$ cat src/sv/sorted_group_sum_count_macros.svh
// ----------------------------------------------------------------------------
// Assertion macros for the sorted group sum and count block
// Shorthand for the concurrent checks written at the end of the accumulator and result queue modules.
// ----------------------------------------------------------------------------
`ifndef SORTED_GROUP_SUM_COUNT_MACROS_SVH
`define SORTED_GROUP_SUM_COUNT_MACROS_SVH

// The expression holds at every clock edge outside reset.
`define SGSC_ASSERT_ALWAYS(label, clk, rst, expr) \
   label: assert property (@(posedge clk) disable iff (rst) (expr)) \
      else $error("sgsc invariant violated");

// Whenever the condition holds, the consequence holds in the same cycle.
`define SGSC_ASSERT_IMPLIES(label, clk, rst, cond, cons) \
   label: assert property (@(posedge clk) disable iff (rst) (cond) |-> (cons)) \
      else $error("sgsc implication violated");

`endif

$ cat src/sv/sgsc_pkg.sv
`timescale 1ns / 1ps
// ----------------------------------------------------------------------------
// sgsc_pkg
// Shared types and constants of the sorted group sum and count block.
// ----------------------------------------------------------------------------
package sgsc_pkg;

   localparam int KEY_BITS        = 63;
   localparam int PRICE_BITS      = 32;
   localparam int PCT_BITS        = 7;
   localparam int TERM_BITS       = PRICE_BITS + PCT_BITS;
   localparam int GROUP_SUM_BITS  = 48;
   localparam int GROUP_CNT_BITS  = 32;
   localparam int SUM_BITS_DEF    = 48;
   localparam int COUNT_BITS_DEF  = 32;
   localparam int FIFO_DEPTH      = 4;

   localparam logic [PCT_BITS-1:0] PCT_FULL = 7'd100;

   // One registered record: key, weighted amount and the end-of-data mark.
   typedef struct packed {
      logic [KEY_BITS-1:0]  key;
      logic [TERM_BITS-1:0] term;
      logic                 closes;
   } stage_type;

   // One finished group as it leaves the block.
   typedef struct packed {
      logic [KEY_BITS-1:0]       key;
      logic [GROUP_SUM_BITS-1:0] sum;
      logic [GROUP_CNT_BITS-1:0] count;
      logic                      overflow;
      logic                      last;
   } result_type;

   // Up to two results written into the output queue in one cycle.
   typedef struct packed {
      logic [1:0] words;
      result_type word0;
      result_type word1;
   } push_type;

endpackage

$ cat src/sv/sgsc_input_stage.sv
`timescale 1ns / 1ps
`default_nettype none
// ----------------------------------------------------------------------------
// sgsc_input_stage
// Input register: captures a record and its price times remaining percentage.
// ----------------------------------------------------------------------------
module sgsc_input_stage
   import sgsc_pkg::*;
(
   input  wire logic                  clock,
   input  wire logic                  reset,
   input  wire logic                  in_valid,
   output      logic                  in_ready,
   input  wire logic [KEY_BITS-1:0]   in_key,
   input  wire logic [PRICE_BITS-1:0] in_price,
   input  wire logic [PCT_BITS-1:0]   in_discount,
   input  wire logic                  in_closes,
   input  wire logic                  take,
   output      logic                  stage_valid,
   output      stage_type             stage_data
);

   logic                valid_ff, valid_in;
   stage_type           data_ff, data_in;
   logic [PCT_BITS-1:0] disc_clamped;
   logic [PCT_BITS-1:0] factor;
   logic                load;

   assign in_ready = !valid_ff || take;
   assign load     = in_valid && in_ready;

   always_comb begin
      // A discount beyond a hundred percent counts as a full discount.
      disc_clamped = (in_discount > PCT_FULL) ? PCT_FULL : in_discount;
      factor       = PCT_FULL - disc_clamped;
      data_in.key    = in_key;
      data_in.term   = TERM_BITS'({{PCT_BITS{1'b0}}, in_price}
                                  * {{PRICE_BITS{1'b0}}, factor});
      data_in.closes = in_closes;
      if (load) begin
         valid_in = 1'b1;
      end else if (take) begin
         valid_in = 1'b0;
      end else begin
         valid_in = valid_ff;
      end
   end

   always_ff @(posedge clock) begin
      if (reset) begin
         valid_ff <= 1'b0;
      end else begin
         valid_ff <= valid_in;
      end
   end

   always_ff @(posedge clock) begin
      if (load) begin
         data_ff <= data_in;
      end
   end

   assign stage_valid = valid_ff;
   assign stage_data  = data_ff;

endmodule
`default_nettype wire

$ cat src/sv/sgsc_accumulator.sv
`timescale 1ns / 1ps
`default_nettype none
// ----------------------------------------------------------------------------
// sgsc_accumulator
// Open-group state, saturating sum and count, and result word generation.
// ----------------------------------------------------------------------------
module sgsc_accumulator
   import sgsc_pkg::*;
#(
   parameter int SUM_BITS   = SUM_BITS_DEF,
   parameter int COUNT_BITS = COUNT_BITS_DEF
)
(
   input  wire logic      clock,
   input  wire logic      reset,
   input  wire logic      stage_valid,
   input  wire stage_type stage_data,
   input  wire logic      room,
   output      logic      take,
   output      push_type  push
);

`include "sorted_group_sum_count_macros.svh"

   localparam int SUM_OUT_W = (SUM_BITS > GROUP_SUM_BITS) ? SUM_BITS : GROUP_SUM_BITS;
   localparam logic [SUM_BITS-1:0]   SUM_MAX   = '1;
   localparam logic [COUNT_BITS-1:0] COUNT_MAX = '1;

   logic                  open_ff, open_in;
   logic [KEY_BITS-1:0]   key_ff, key_in;
   logic [SUM_BITS-1:0]   sum_ff, sum_in;
   logic [COUNT_BITS-1:0] count_ff, count_in;
   logic                  sat_ff, sat_in;

   logic                  close_old;
   logic                  fresh;
   logic [SUM_BITS-1:0]   base_sum;
   logic [COUNT_BITS-1:0] base_count;
   logic                  base_sat;
   logic [SUM_BITS:0]     sum_wide;
   logic [SUM_BITS-1:0]   new_sum;
   logic [COUNT_BITS-1:0] new_count;
   logic                  new_sat;
   result_type            old_res, new_res;

   function automatic result_type make_result(
      input logic [KEY_BITS-1:0]   k,
      input logic [SUM_BITS-1:0]   s,
      input logic [COUNT_BITS-1:0] c,
      input logic                  o,
      input logic                  l
   );
      result_type             r;
      logic [SUM_OUT_W-1:0]   s_ext;
      s_ext      = SUM_OUT_W'(s);
      r.key      = k;
      r.sum      = s_ext[GROUP_SUM_BITS-1:0];
      r.count    = GROUP_CNT_BITS'(c);
      r.overflow = o;
      r.last     = l;
      return r;
   endfunction

   assign take = stage_valid && room;

   always_comb begin
      close_old  = open_ff && (stage_data.key != key_ff);
      fresh      = close_old || !open_ff;
      base_sum   = fresh ? '0 : sum_ff;
      base_count = fresh ? '0 : count_ff;
      base_sat   = fresh ? 1'b0 : sat_ff;

      sum_wide = {1'b0, base_sum} + (SUM_BITS+1)'(stage_data.term);
      new_sat  = base_sat;
      if (sum_wide[SUM_BITS]) begin
         new_sum = SUM_MAX;
         new_sat = 1'b1;
      end else begin
         new_sum = sum_wide[SUM_BITS-1:0];
      end
      if (base_count == COUNT_MAX) begin
         new_count = COUNT_MAX;
         new_sat   = 1'b1;
      end else begin
         new_count = base_count + COUNT_BITS'(1);
      end

      // The closed group is the last word unless this record also ends the data.
      old_res = make_result(key_ff, sum_ff, count_ff, sat_ff, !stage_data.closes);
      new_res = make_result(stage_data.key, new_sum, new_count, new_sat, 1'b1);

      push.words = take ? (2'(close_old) + 2'(stage_data.closes)) : 2'd0;
      push.word0 = close_old ? old_res : new_res;
      push.word1 = new_res;

      open_in  = open_ff;
      key_in   = key_ff;
      sum_in   = sum_ff;
      count_in = count_ff;
      sat_in   = sat_ff;
      if (take) begin
         if (stage_data.closes) begin
            open_in  = 1'b0;
            key_in   = '0;
            sum_in   = '0;
            count_in = '0;
            sat_in   = 1'b0;
         end else begin
            open_in  = 1'b1;
            key_in   = stage_data.key;
            sum_in   = new_sum;
            count_in = new_count;
            sat_in   = new_sat;
         end
      end
   end

   always_ff @(posedge clock) begin
      if (reset) begin
         open_ff  <= 1'b0;
         key_ff   <= '0;
         sum_ff   <= '0;
         count_ff <= '0;
         sat_ff   <= 1'b0;
      end else begin
         open_ff  <= open_in;
         key_ff   <= key_in;
         sum_ff   <= sum_in;
         count_ff <= count_in;
         sat_ff   <= sat_in;
      end
   end

   `SGSC_ASSERT_IMPLIES(a_sat_pinned, clock, reset, sat_ff,
      (sum_ff == SUM_MAX) || (count_ff == COUNT_MAX))
   `SGSC_ASSERT_IMPLIES(a_closed_clear, clock, reset, !open_ff,
      (sum_ff == '0) && (count_ff == '0) && !sat_ff)
   `SGSC_ASSERT_IMPLIES(a_open_counted, clock, reset, open_ff, count_ff != '0)

endmodule
`default_nettype wire

$ cat src/sv/sgsc_result_fifo.sv
`timescale 1ns / 1ps
`default_nettype none
// ----------------------------------------------------------------------------
// sgsc_result_fifo
// Four-word result queue taking up to two words a cycle and giving one.
// ----------------------------------------------------------------------------
module sgsc_result_fifo
   import sgsc_pkg::*;
(
   input  wire logic       clock,
   input  wire logic       reset,
   input  wire push_type   push,
   output      logic       room,
   output      logic       out_valid,
   input  wire logic       out_ready,
   output      result_type out_word
);

`include "sorted_group_sum_count_macros.svh"

   localparam int PTR_BITS = $clog2(FIFO_DEPTH);
   localparam int CNT_BITS = PTR_BITS + 1;

   result_type            entry_ff [FIFO_DEPTH];
   logic [PTR_BITS-1:0]   wr_ptr_ff, wr_ptr_in;
   logic [PTR_BITS-1:0]   rd_ptr_ff, rd_ptr_in;
   logic [CNT_BITS-1:0]   count_ff, count_in;
   logic [PTR_BITS-1:0]   wr_next;
   logic                  pop;

   // Room for two words is judged on the stored count alone, so the ready
   // path from the result side does not reach the input side.
   assign room      = count_ff <= CNT_BITS'(FIFO_DEPTH - 2);
   assign out_valid = count_ff != '0;
   assign out_word  = entry_ff[rd_ptr_ff];
   assign pop       = out_valid && out_ready;
   assign wr_next   = wr_ptr_ff + PTR_BITS'(1);

   always_comb begin
      wr_ptr_in = wr_ptr_ff + PTR_BITS'(push.words);
      rd_ptr_in = rd_ptr_ff + PTR_BITS'(pop);
      count_in  = count_ff + CNT_BITS'(push.words) - CNT_BITS'(pop);
   end

   always_ff @(posedge clock) begin
      if (reset) begin
         wr_ptr_ff <= '0;
         rd_ptr_ff <= '0;
         count_ff  <= '0;
      end else begin
         wr_ptr_ff <= wr_ptr_in;
         rd_ptr_ff <= rd_ptr_in;
         count_ff  <= count_in;
      end
   end

   always_ff @(posedge clock) begin
      if (push.words != 2'd0) begin
         entry_ff[wr_ptr_ff] <= push.word0;
      end
      if (push.words == 2'd2) begin
         entry_ff[wr_next] <= push.word1;
      end
   end

   `SGSC_ASSERT_ALWAYS(a_fifo_bound, clock, reset,
      count_ff <= CNT_BITS'(FIFO_DEPTH))
   `SGSC_ASSERT_ALWAYS(a_fifo_ptrs, clock, reset,
      PTR_BITS'(wr_ptr_ff - rd_ptr_ff) == count_ff[PTR_BITS-1:0])

endmodule
`default_nettype wire

$ cat src/sv/sorted_group_sum_count.sv
`timescale 1ns / 1ps
`default_nettype none
// ----------------------------------------------------------------------------
// sorted_group_sum_count
// Path: the input register holds each record until the accumulator takes it and
// writes its results into the output queue; one record per cycle is taken while
// the queue has room for two words. Each record yields zero, one or two words
// and the output side delivers one word per cycle from a four-word queue.
// Reset: synchronous and active high; no group is open and the queue is empty.
// ----------------------------------------------------------------------------
module sorted_group_sum_count
   import sgsc_pkg::*;
#(
   parameter int SUM_BITS   = SUM_BITS_DEF,
   parameter int COUNT_BITS = COUNT_BITS_DEF
)
(
   input  wire logic         clock,
   input  wire logic         reset,
   // Record words.
   input  wire logic         req_tvalid,
   output      logic         req_tready,
   input  wire logic [103:0] req_tdata,  // record_key, price_cents, discount_pct, zero pad
   input  wire logic         req_tlast,  // final_record
   // Group result words.
   output      logic         rsp_tvalid,
   input  wire logic         rsp_tready,
   output      logic [143:0] rsp_tdata,  // group_key, group_sum, group_count, zero pad
   output      logic [0:0]   rsp_tuser,  // overflow_flag
   output      logic         rsp_tlast   // last_of_burst
);

   // The block works in three parts. The input stage registers each record
   // together with its weighted amount, price times the remaining percentage,
   // which is one narrow multiplication. The accumulator then compares the
   // record's key with the open group, closes that group when the key
   // differs, and adds the amount and one record to the sums of the current
   // group, both saturating. A record that ends the data also emits its own
   // group and leaves no group open, so such a record may give two words.
   // The result queue absorbs these bursts and holds finished words while
   // the far side stalls, so records keep flowing while it has room for two words.

   logic       stage_valid;
   stage_type  stage_data;
   logic       take;
   logic       room;
   push_type   push;
   result_type out_word;

   sgsc_input_stage u_input_stage (
      .clock       (clock),
      .reset       (reset),
      .in_valid    (req_tvalid),
      .in_ready    (req_tready),
      .in_key      (req_tdata[62:0]),
      .in_price    (req_tdata[94:63]),
      .in_discount (req_tdata[101:95]),
      .in_closes   (req_tlast),
      .take        (take),
      .stage_valid (stage_valid),
      .stage_data  (stage_data)
   );

   sgsc_accumulator #(
      .SUM_BITS   (SUM_BITS),
      .COUNT_BITS (COUNT_BITS)
   ) u_accumulator (
      .clock       (clock),
      .reset       (reset),
      .stage_valid (stage_valid),
      .stage_data  (stage_data),
      .room        (room),
      .take        (take),
      .push        (push)
   );

   sgsc_result_fifo u_result_fifo (
      .clock     (clock),
      .reset     (reset),
      .push      (push),
      .room      (room),
      .out_valid (rsp_tvalid),
      .out_ready (rsp_tready),
      .out_word  (out_word)
   );

   // The top pad bit of the result word is always zero.
   assign rsp_tdata = {1'b0, out_word.count, out_word.sum, out_word.key};
   assign rsp_tuser = out_word.overflow;
   assign rsp_tlast = out_word.last;

endmodule
`default_nettype wire
$ cat config.mk
export PLATFORM = sky130hd
export DESIGN_NAME = sorted_group_sum_count
export DESIGN_NICKNAME = d
export VERILOG_FILES = /design/src/sv/sgsc_pkg.sv /design/src/sv/sgsc_input_stage.sv /design/src/sv/sgsc_accumulator.sv /design/src/sv/sgsc_result_fifo.sv /design/src/sv/sorted_group_sum_count.sv
export VERILOG_INCLUDE_DIRS = /design/src /design/src/sv
export SDC_FILE = /design/constraint.sdc
export NUM_CORES = 2
export LEC_CHECK = 0
export BUFFER_PORTS_ARGS = -buffer_cell sky130_fd_sc_hd__buf_2
export CORE_MARGIN = 5
export CORE_UTILIZATION = 46
export CTS_BUF_LIST = sky130_fd_sc_hd__clkbuf_4 sky130_fd_sc_hd__clkbuf_8
export CTS_CLUSTER_DIAMETER = 60
export DETAILED_ROUTE_END_ITERATION = 10
export GPL_TIMING_DRIVEN = 1
export PLACE_DENSITY_LB_ADDON = 0.08
export SYNTH_ARGS = -nofsm -noshare
export SYNTH_HDL_FRONTEND = slang
export SYNTH_SLANG_ARGS = --single-unit
$ cat constraint.sdc
create_clock -name clock -period 16.9 [get_ports clock]
set_clock_uncertainty 0.2 [all_clocks]
set_input_delay 0.845 -clock clock [delete_from_list [all_inputs] [get_ports clock]]
set_output_delay 0.845 -clock clock [all_outputs]
set_load 0.03 [all_outputs]
==> results.tsv <==
stage	metric	value	unit
outcome	run status	complete, no violations	
grt	total routing resource utilization after global routing	26.1	%
synthesis	most frequently used flop master after synthesis	sky130_fd_sc_hd__edfxtp_1	
drt	Pre-Repair DR Iteration Count	6	
finish	Net count, final	4749	
critical_path	R2R setup slack	8310	ps
die	DIE AREA	110000	sq um
clock_network	deepest level of the CTS H-tree	4	
critical_path	cells on worst reg2reg path	13	
clock_network	clock input transition at the sequential cells of the worst setup and hold paths	60	ps
grt	via count of the first global-routing pass	35400	
drt	count of vias placed by the detailed router	35200	
synthesis	net count of the mapped netlist	4547	
grt	GR met3 Demand/Resource	4.17	%
die	horizontal die dimension	332	um
synthesis	Post-Synthesis Cells	4182	
power_and_ir_drop	VDD IR-drop max	0.122	mV
timing	count of final max-slew check failures	0	
clock_network	total CTS buffers	149	
critical_path	CP startpoint	u_input_stage.stage_data[47]	
place	Cells after DPL	5549	
timing	Final Critical Period	8590	ps
finish	count of filler cells inserted in the layout	9288	
finish	non-filler instance count after layout	5893	
flow_run	reported max-cap violation count	0	
clock_network	Clock Path Buffers	3	
min_path	Hold Path Sink	u_input_stage.stage_valid	
synthesis	cell with the most instances after synthesis	sky130_fd_sc_hd__edfxtp_1	
grt	Most Crowded Layer GR	met2	
min_path	min-delay src	req_tvalid	
clock_network	clock root cell	sky130_fd_sc_hd__clkbuf_8	
die	core area	103000	sq um
place	port buffer count	253	
timing	Final Hold Fails	0	
clock_network	clock sinks	836	
timing	Max-slew headroom	18.2	%
synthesis	register area share after synthesis	49.3	%
finish	combined area of the multi-input logic cells	22400	sq um
critical_path	CP Capture Type	flip-flop	
critical_path	largest fanout on the critical path	61	
drt	DR DRC count	0	
die	I/O pins	257	
clock_network	later-pin clock latency in the skew report	840	ps
drt	Initial DRC Count	3215	
finish	area grow syn2layout	13.1	%
finish	fraction of final layout cells sized beyond drive strength 1	17.1	%
grt	met1 Track Usage GR	36.9	%
critical_path	terminus of the critical flop-to-flop path	u_result_fifo.entry_ff[2][125]	
timing	period utilization	50.8	%
synthesis	average cell area after synthesis	11.4	sq um
timing	highest attainable clock frequency	116	MHz
place	placed wire-length estimate after detailed placement	86800	um
drt	via-per-instance ratio	5.97	
critical_path	arrival time reported for the critical path endpoint	8840	ps
synthesis	area of the mapped netlist	47700	sq um
synthesis	Syn. warnings	0	
die	num rows	118	
power_and_ir_drop	cell area power density	134	nW/um^2
timing	unrepaired setup endpoints after global routing	no	
drt	post-route ant nets	0	
critical_path	worst endpoint required time	17150	ps
finish	area taken by flip-flops and latches	23500	sq um
synthesis	Distinct cells, synth	76	
grt	sum of overflow across all layers after global routing	0	
timing	accumulated negative setup slack	0	ps
grt	largest net degree at the start of global routing	83	
critical_path	crit path kind	reg -> reg	
power_and_ir_drop	leakage component of the power	20.0	nW
grt	first-pass GRT wire length	222000	um
synthesis	synth cell count leaders	679 x sky130_fd_sc_hd__edfxtp_1, 397 x sky130_fd_sc_hd__nand2_1, 344 x sky130_fd_sc_hd__a22o_1	
synthesis	number of enable flip-flop cells after synthesis	679	
clock_network	CTS tree	done	
synthesis	FFs w/ async S/R, synth	0	%
min_path	Hold Path Stages	3	
drt	post-DR wirelength/cell	24.9	um
synthesis	Yosys top cell area share	42.7	%
place	placer's final routability congestion estimate	0.825	
grt	met2 global-route usage	42.0	%
grt	initial antenna violation count	5	
die	starting density of the core	46.2	%
critical_path	type of element launching the critical path	flip-flop	
critical_path	worst r2r src	u_input_stage.stage_data[47]	
min_path	worst hold-check path type	in -> reg	
timing	Worst Tran Pin Value	1220	ps
synthesis	total of flip-flops plus latches after synthesis	836	
timing	final setup fails	0	
synthesis	most area-hungry cell type in the Yosys netlist	sky130_fd_sc_hd__edfxtp_1	
drt	wirelength, routed	147000	um
die	height of the die	332	um
synthesis	Area contributors post-synth	sky130_fd_sc_hd__edfxtp_1 43%, sky130_fd_sc_hd__mux4_2 6.8%, sky130_fd_sc_hd__dfxtp_1 6.6%, sky130_fd_sc_hd__fa_1 6.3%, sky130_fd_sc_hd__a22o_1 6.3%	
## layer usage
layer	routed length (um)	vias up
met1	63200	17600
met2	68900	1515
met3	10900	242
li1	-	15900
met5	13	-
met4	3600	2
## power breakdown
| group | switching (W) | total [W] | internal [W] |
|---|---|---|---|
| clock | 0.000869 | 0.00202 | 0.00115 |
| sequential | 0.000135 | 0.00257 | 0.00243 |
| combinational | 0.00164 | 0.00266 | 0.00102 |
| total | 0.00264 | 0.00724 | 0.00460 |
## stage by stage
stage	util (%)	total power [W]	instance area, sq um	hold WS [ps]	worst slack, ps
detailed placement	48.5	0.00526	50100	255	7600
global placement	48.5	0.00524	50100	249	7640
global route	52.2	0.00768	54000	41.1	7950
finish	52.2	0.00724	54000	89.4	8310
CTS	52.2	0.00730	54000	9.22	8320
floorplan	-	0.00451	47700	237	8950
## sequential cells by signal, summed over array words and instances, names as in the netlist
name                       flops
u_result_fifo.entry_ff       580
u_input_stage.stage_data     103
u_accumulator.key_ff          63
u_accumulator.sum_ff          48
u_accumulator.count_ff        32
u_result_fifo.count_ff         3
u_result_fifo.rd_ptr_ff        2
u_result_fifo.wr_ptr_ff        2
u_accumulator.open_ff          1
u_accumulator.sat_ff           1
u_input_stage.stage_valid      1
## critical path: stages, from the launching register on
cell and delay (ps):
sky130_fd_sc_hd__edfxtp_1 500, sky130_fd_sc_hd__xnor2_1 860, sky130_fd_sc_hd__nand4_1 360, sky130_fd_sc_hd__nor4_1 740
sky130_fd_sc_hd__nand3_1 630, sky130_fd_sc_hd__nand2_2 210, sky130_fd_sc_hd__buf_4 600, sky130_fd_sc_hd__inv_2 320
sky130_fd_sc_hd__ha_1 520, sky130_fd_sc_hd__o21ai_0 240, sky130_fd_sc_hd__or2_2 540, sky130_fd_sc_hd__nand2_4 720
sky130_fd_sc_hd__buf_4 940, sky130_fd_sc_hd__buf_4 700
## final cells by class
type / instances / area share, %
flip-flops and latches: 836 / 43.6
clock inverters: 56 / 0.918
inverters: 185 / 1.30
well taps: 1380 / 3.20
clock buffers: 222 / 5.01
repair buffers: 377 / 4.38
diodes: 2 / 0.00927
multi-input cells: 2835 / 41.6
## worst max path at each step
stage | cells past startpoint | to | slack, ps
2_1_floorplan | 33 | u_input_stage.stage_data[39] | 8950
6_report | 13 | u_result_fifo.entry_ff[2][125] | 8310
5_1_grt | 32 | u_input_stage.stage_data[39] | 7950
4_1_cts | 13 | u_result_fifo.entry_ff[2][136] | 8320
3_5_place_dp | 32 | u_input_stage.stage_data[39] | 7600
3_3_place_gp | 32 | u_input_stage.stage_data[39] | 7640
## cells in the final DEF, fill, tap and decap left out, types with 11 or more instances in the layout
cell type	Yosys	layout
sky130_fd_sc_hd__and3_1	29	29
sky130_fd_sc_hd__a22o_1	344	344
sky130_fd_sc_hd__nor2b_1	14	14
sky130_fd_sc_hd__mux4_2	145	145
sky130_fd_sc_hd__fa_1	151	151
sky130_fd_sc_hd__clkbuf_8	0	166
sky130_fd_sc_hd__nand2_1	397	392
sky130_fd_sc_hd__a31oi_1	21	20
sky130_fd_sc_hd__ha_1	105	105
sky130_fd_sc_hd__a22oi_1	25	25
sky130_fd_sc_hd__nand2b_1	15	15
sky130_fd_sc_hd__buf_4	3	60
sky130_fd_sc_hd__a21oi_1	258	257
sky130_fd_sc_hd__nor3_1	41	39
sky130_fd_sc_hd__inv_1	184	183
sky130_fd_sc_hd__or3_1	12	12
sky130_fd_sc_hd__and2_1	210	208
sky130_fd_sc_hd__a21o_1	54	54
sky130_fd_sc_hd__clkinv_2	0	20
sky130_fd_sc_hd__nand3_1	57	57
sky130_fd_sc_hd__nor2_1	212	205
sky130_fd_sc_hd__a2bb2oi_1	14	14
sky130_fd_sc_hd__o211ai_1	13	13
sky130_fd_sc_hd__nor4_1	11	11
sky130_fd_sc_hd__clkbuf_4	0	56
sky130_fd_sc_hd__xor2_1	50	50
sky130_fd_sc_hd__o21a_1	19	19
sky130_fd_sc_hd__clkinv_1	0	17
sky130_fd_sc_hd__o21ai_0	297	294
sky130_fd_sc_hd__dfxtp_1	157	155
sky130_fd_sc_hd__xnor2_1	104	103
sky130_fd_sc_hd__o22ai_1	29	29
sky130_fd_sc_hd__nand3b_1	68	68
sky130_fd_sc_hd__buf_2	15	252
sky130_fd_sc_hd__nand4_1	27	27
sky130_fd_sc_hd__edfxtp_1	679	679
sky130_fd_sc_hd__dlygate4sd3_1	0	64
## logic make-up after synthesis
kind of cell,after synthesis,share of synthesized area (%)
other cells,1,0.00785
xor+xnor,154,2.83
simple gates,1117,11.5
flops,836,49.3
buf+inv,511,4.10
mux,153,7.01
compound gates,1154,16.2
fa+ha+maj,256,9.08
## repair_timing
action                                 in CTS  in global routing
buffers inserted                            0                  0
resized for setup                           0                  0
endpoints found under the hold margin      64                  0
hold buffers                               64                  0
No activity file was read; power rests on OpenSTA's default activity.
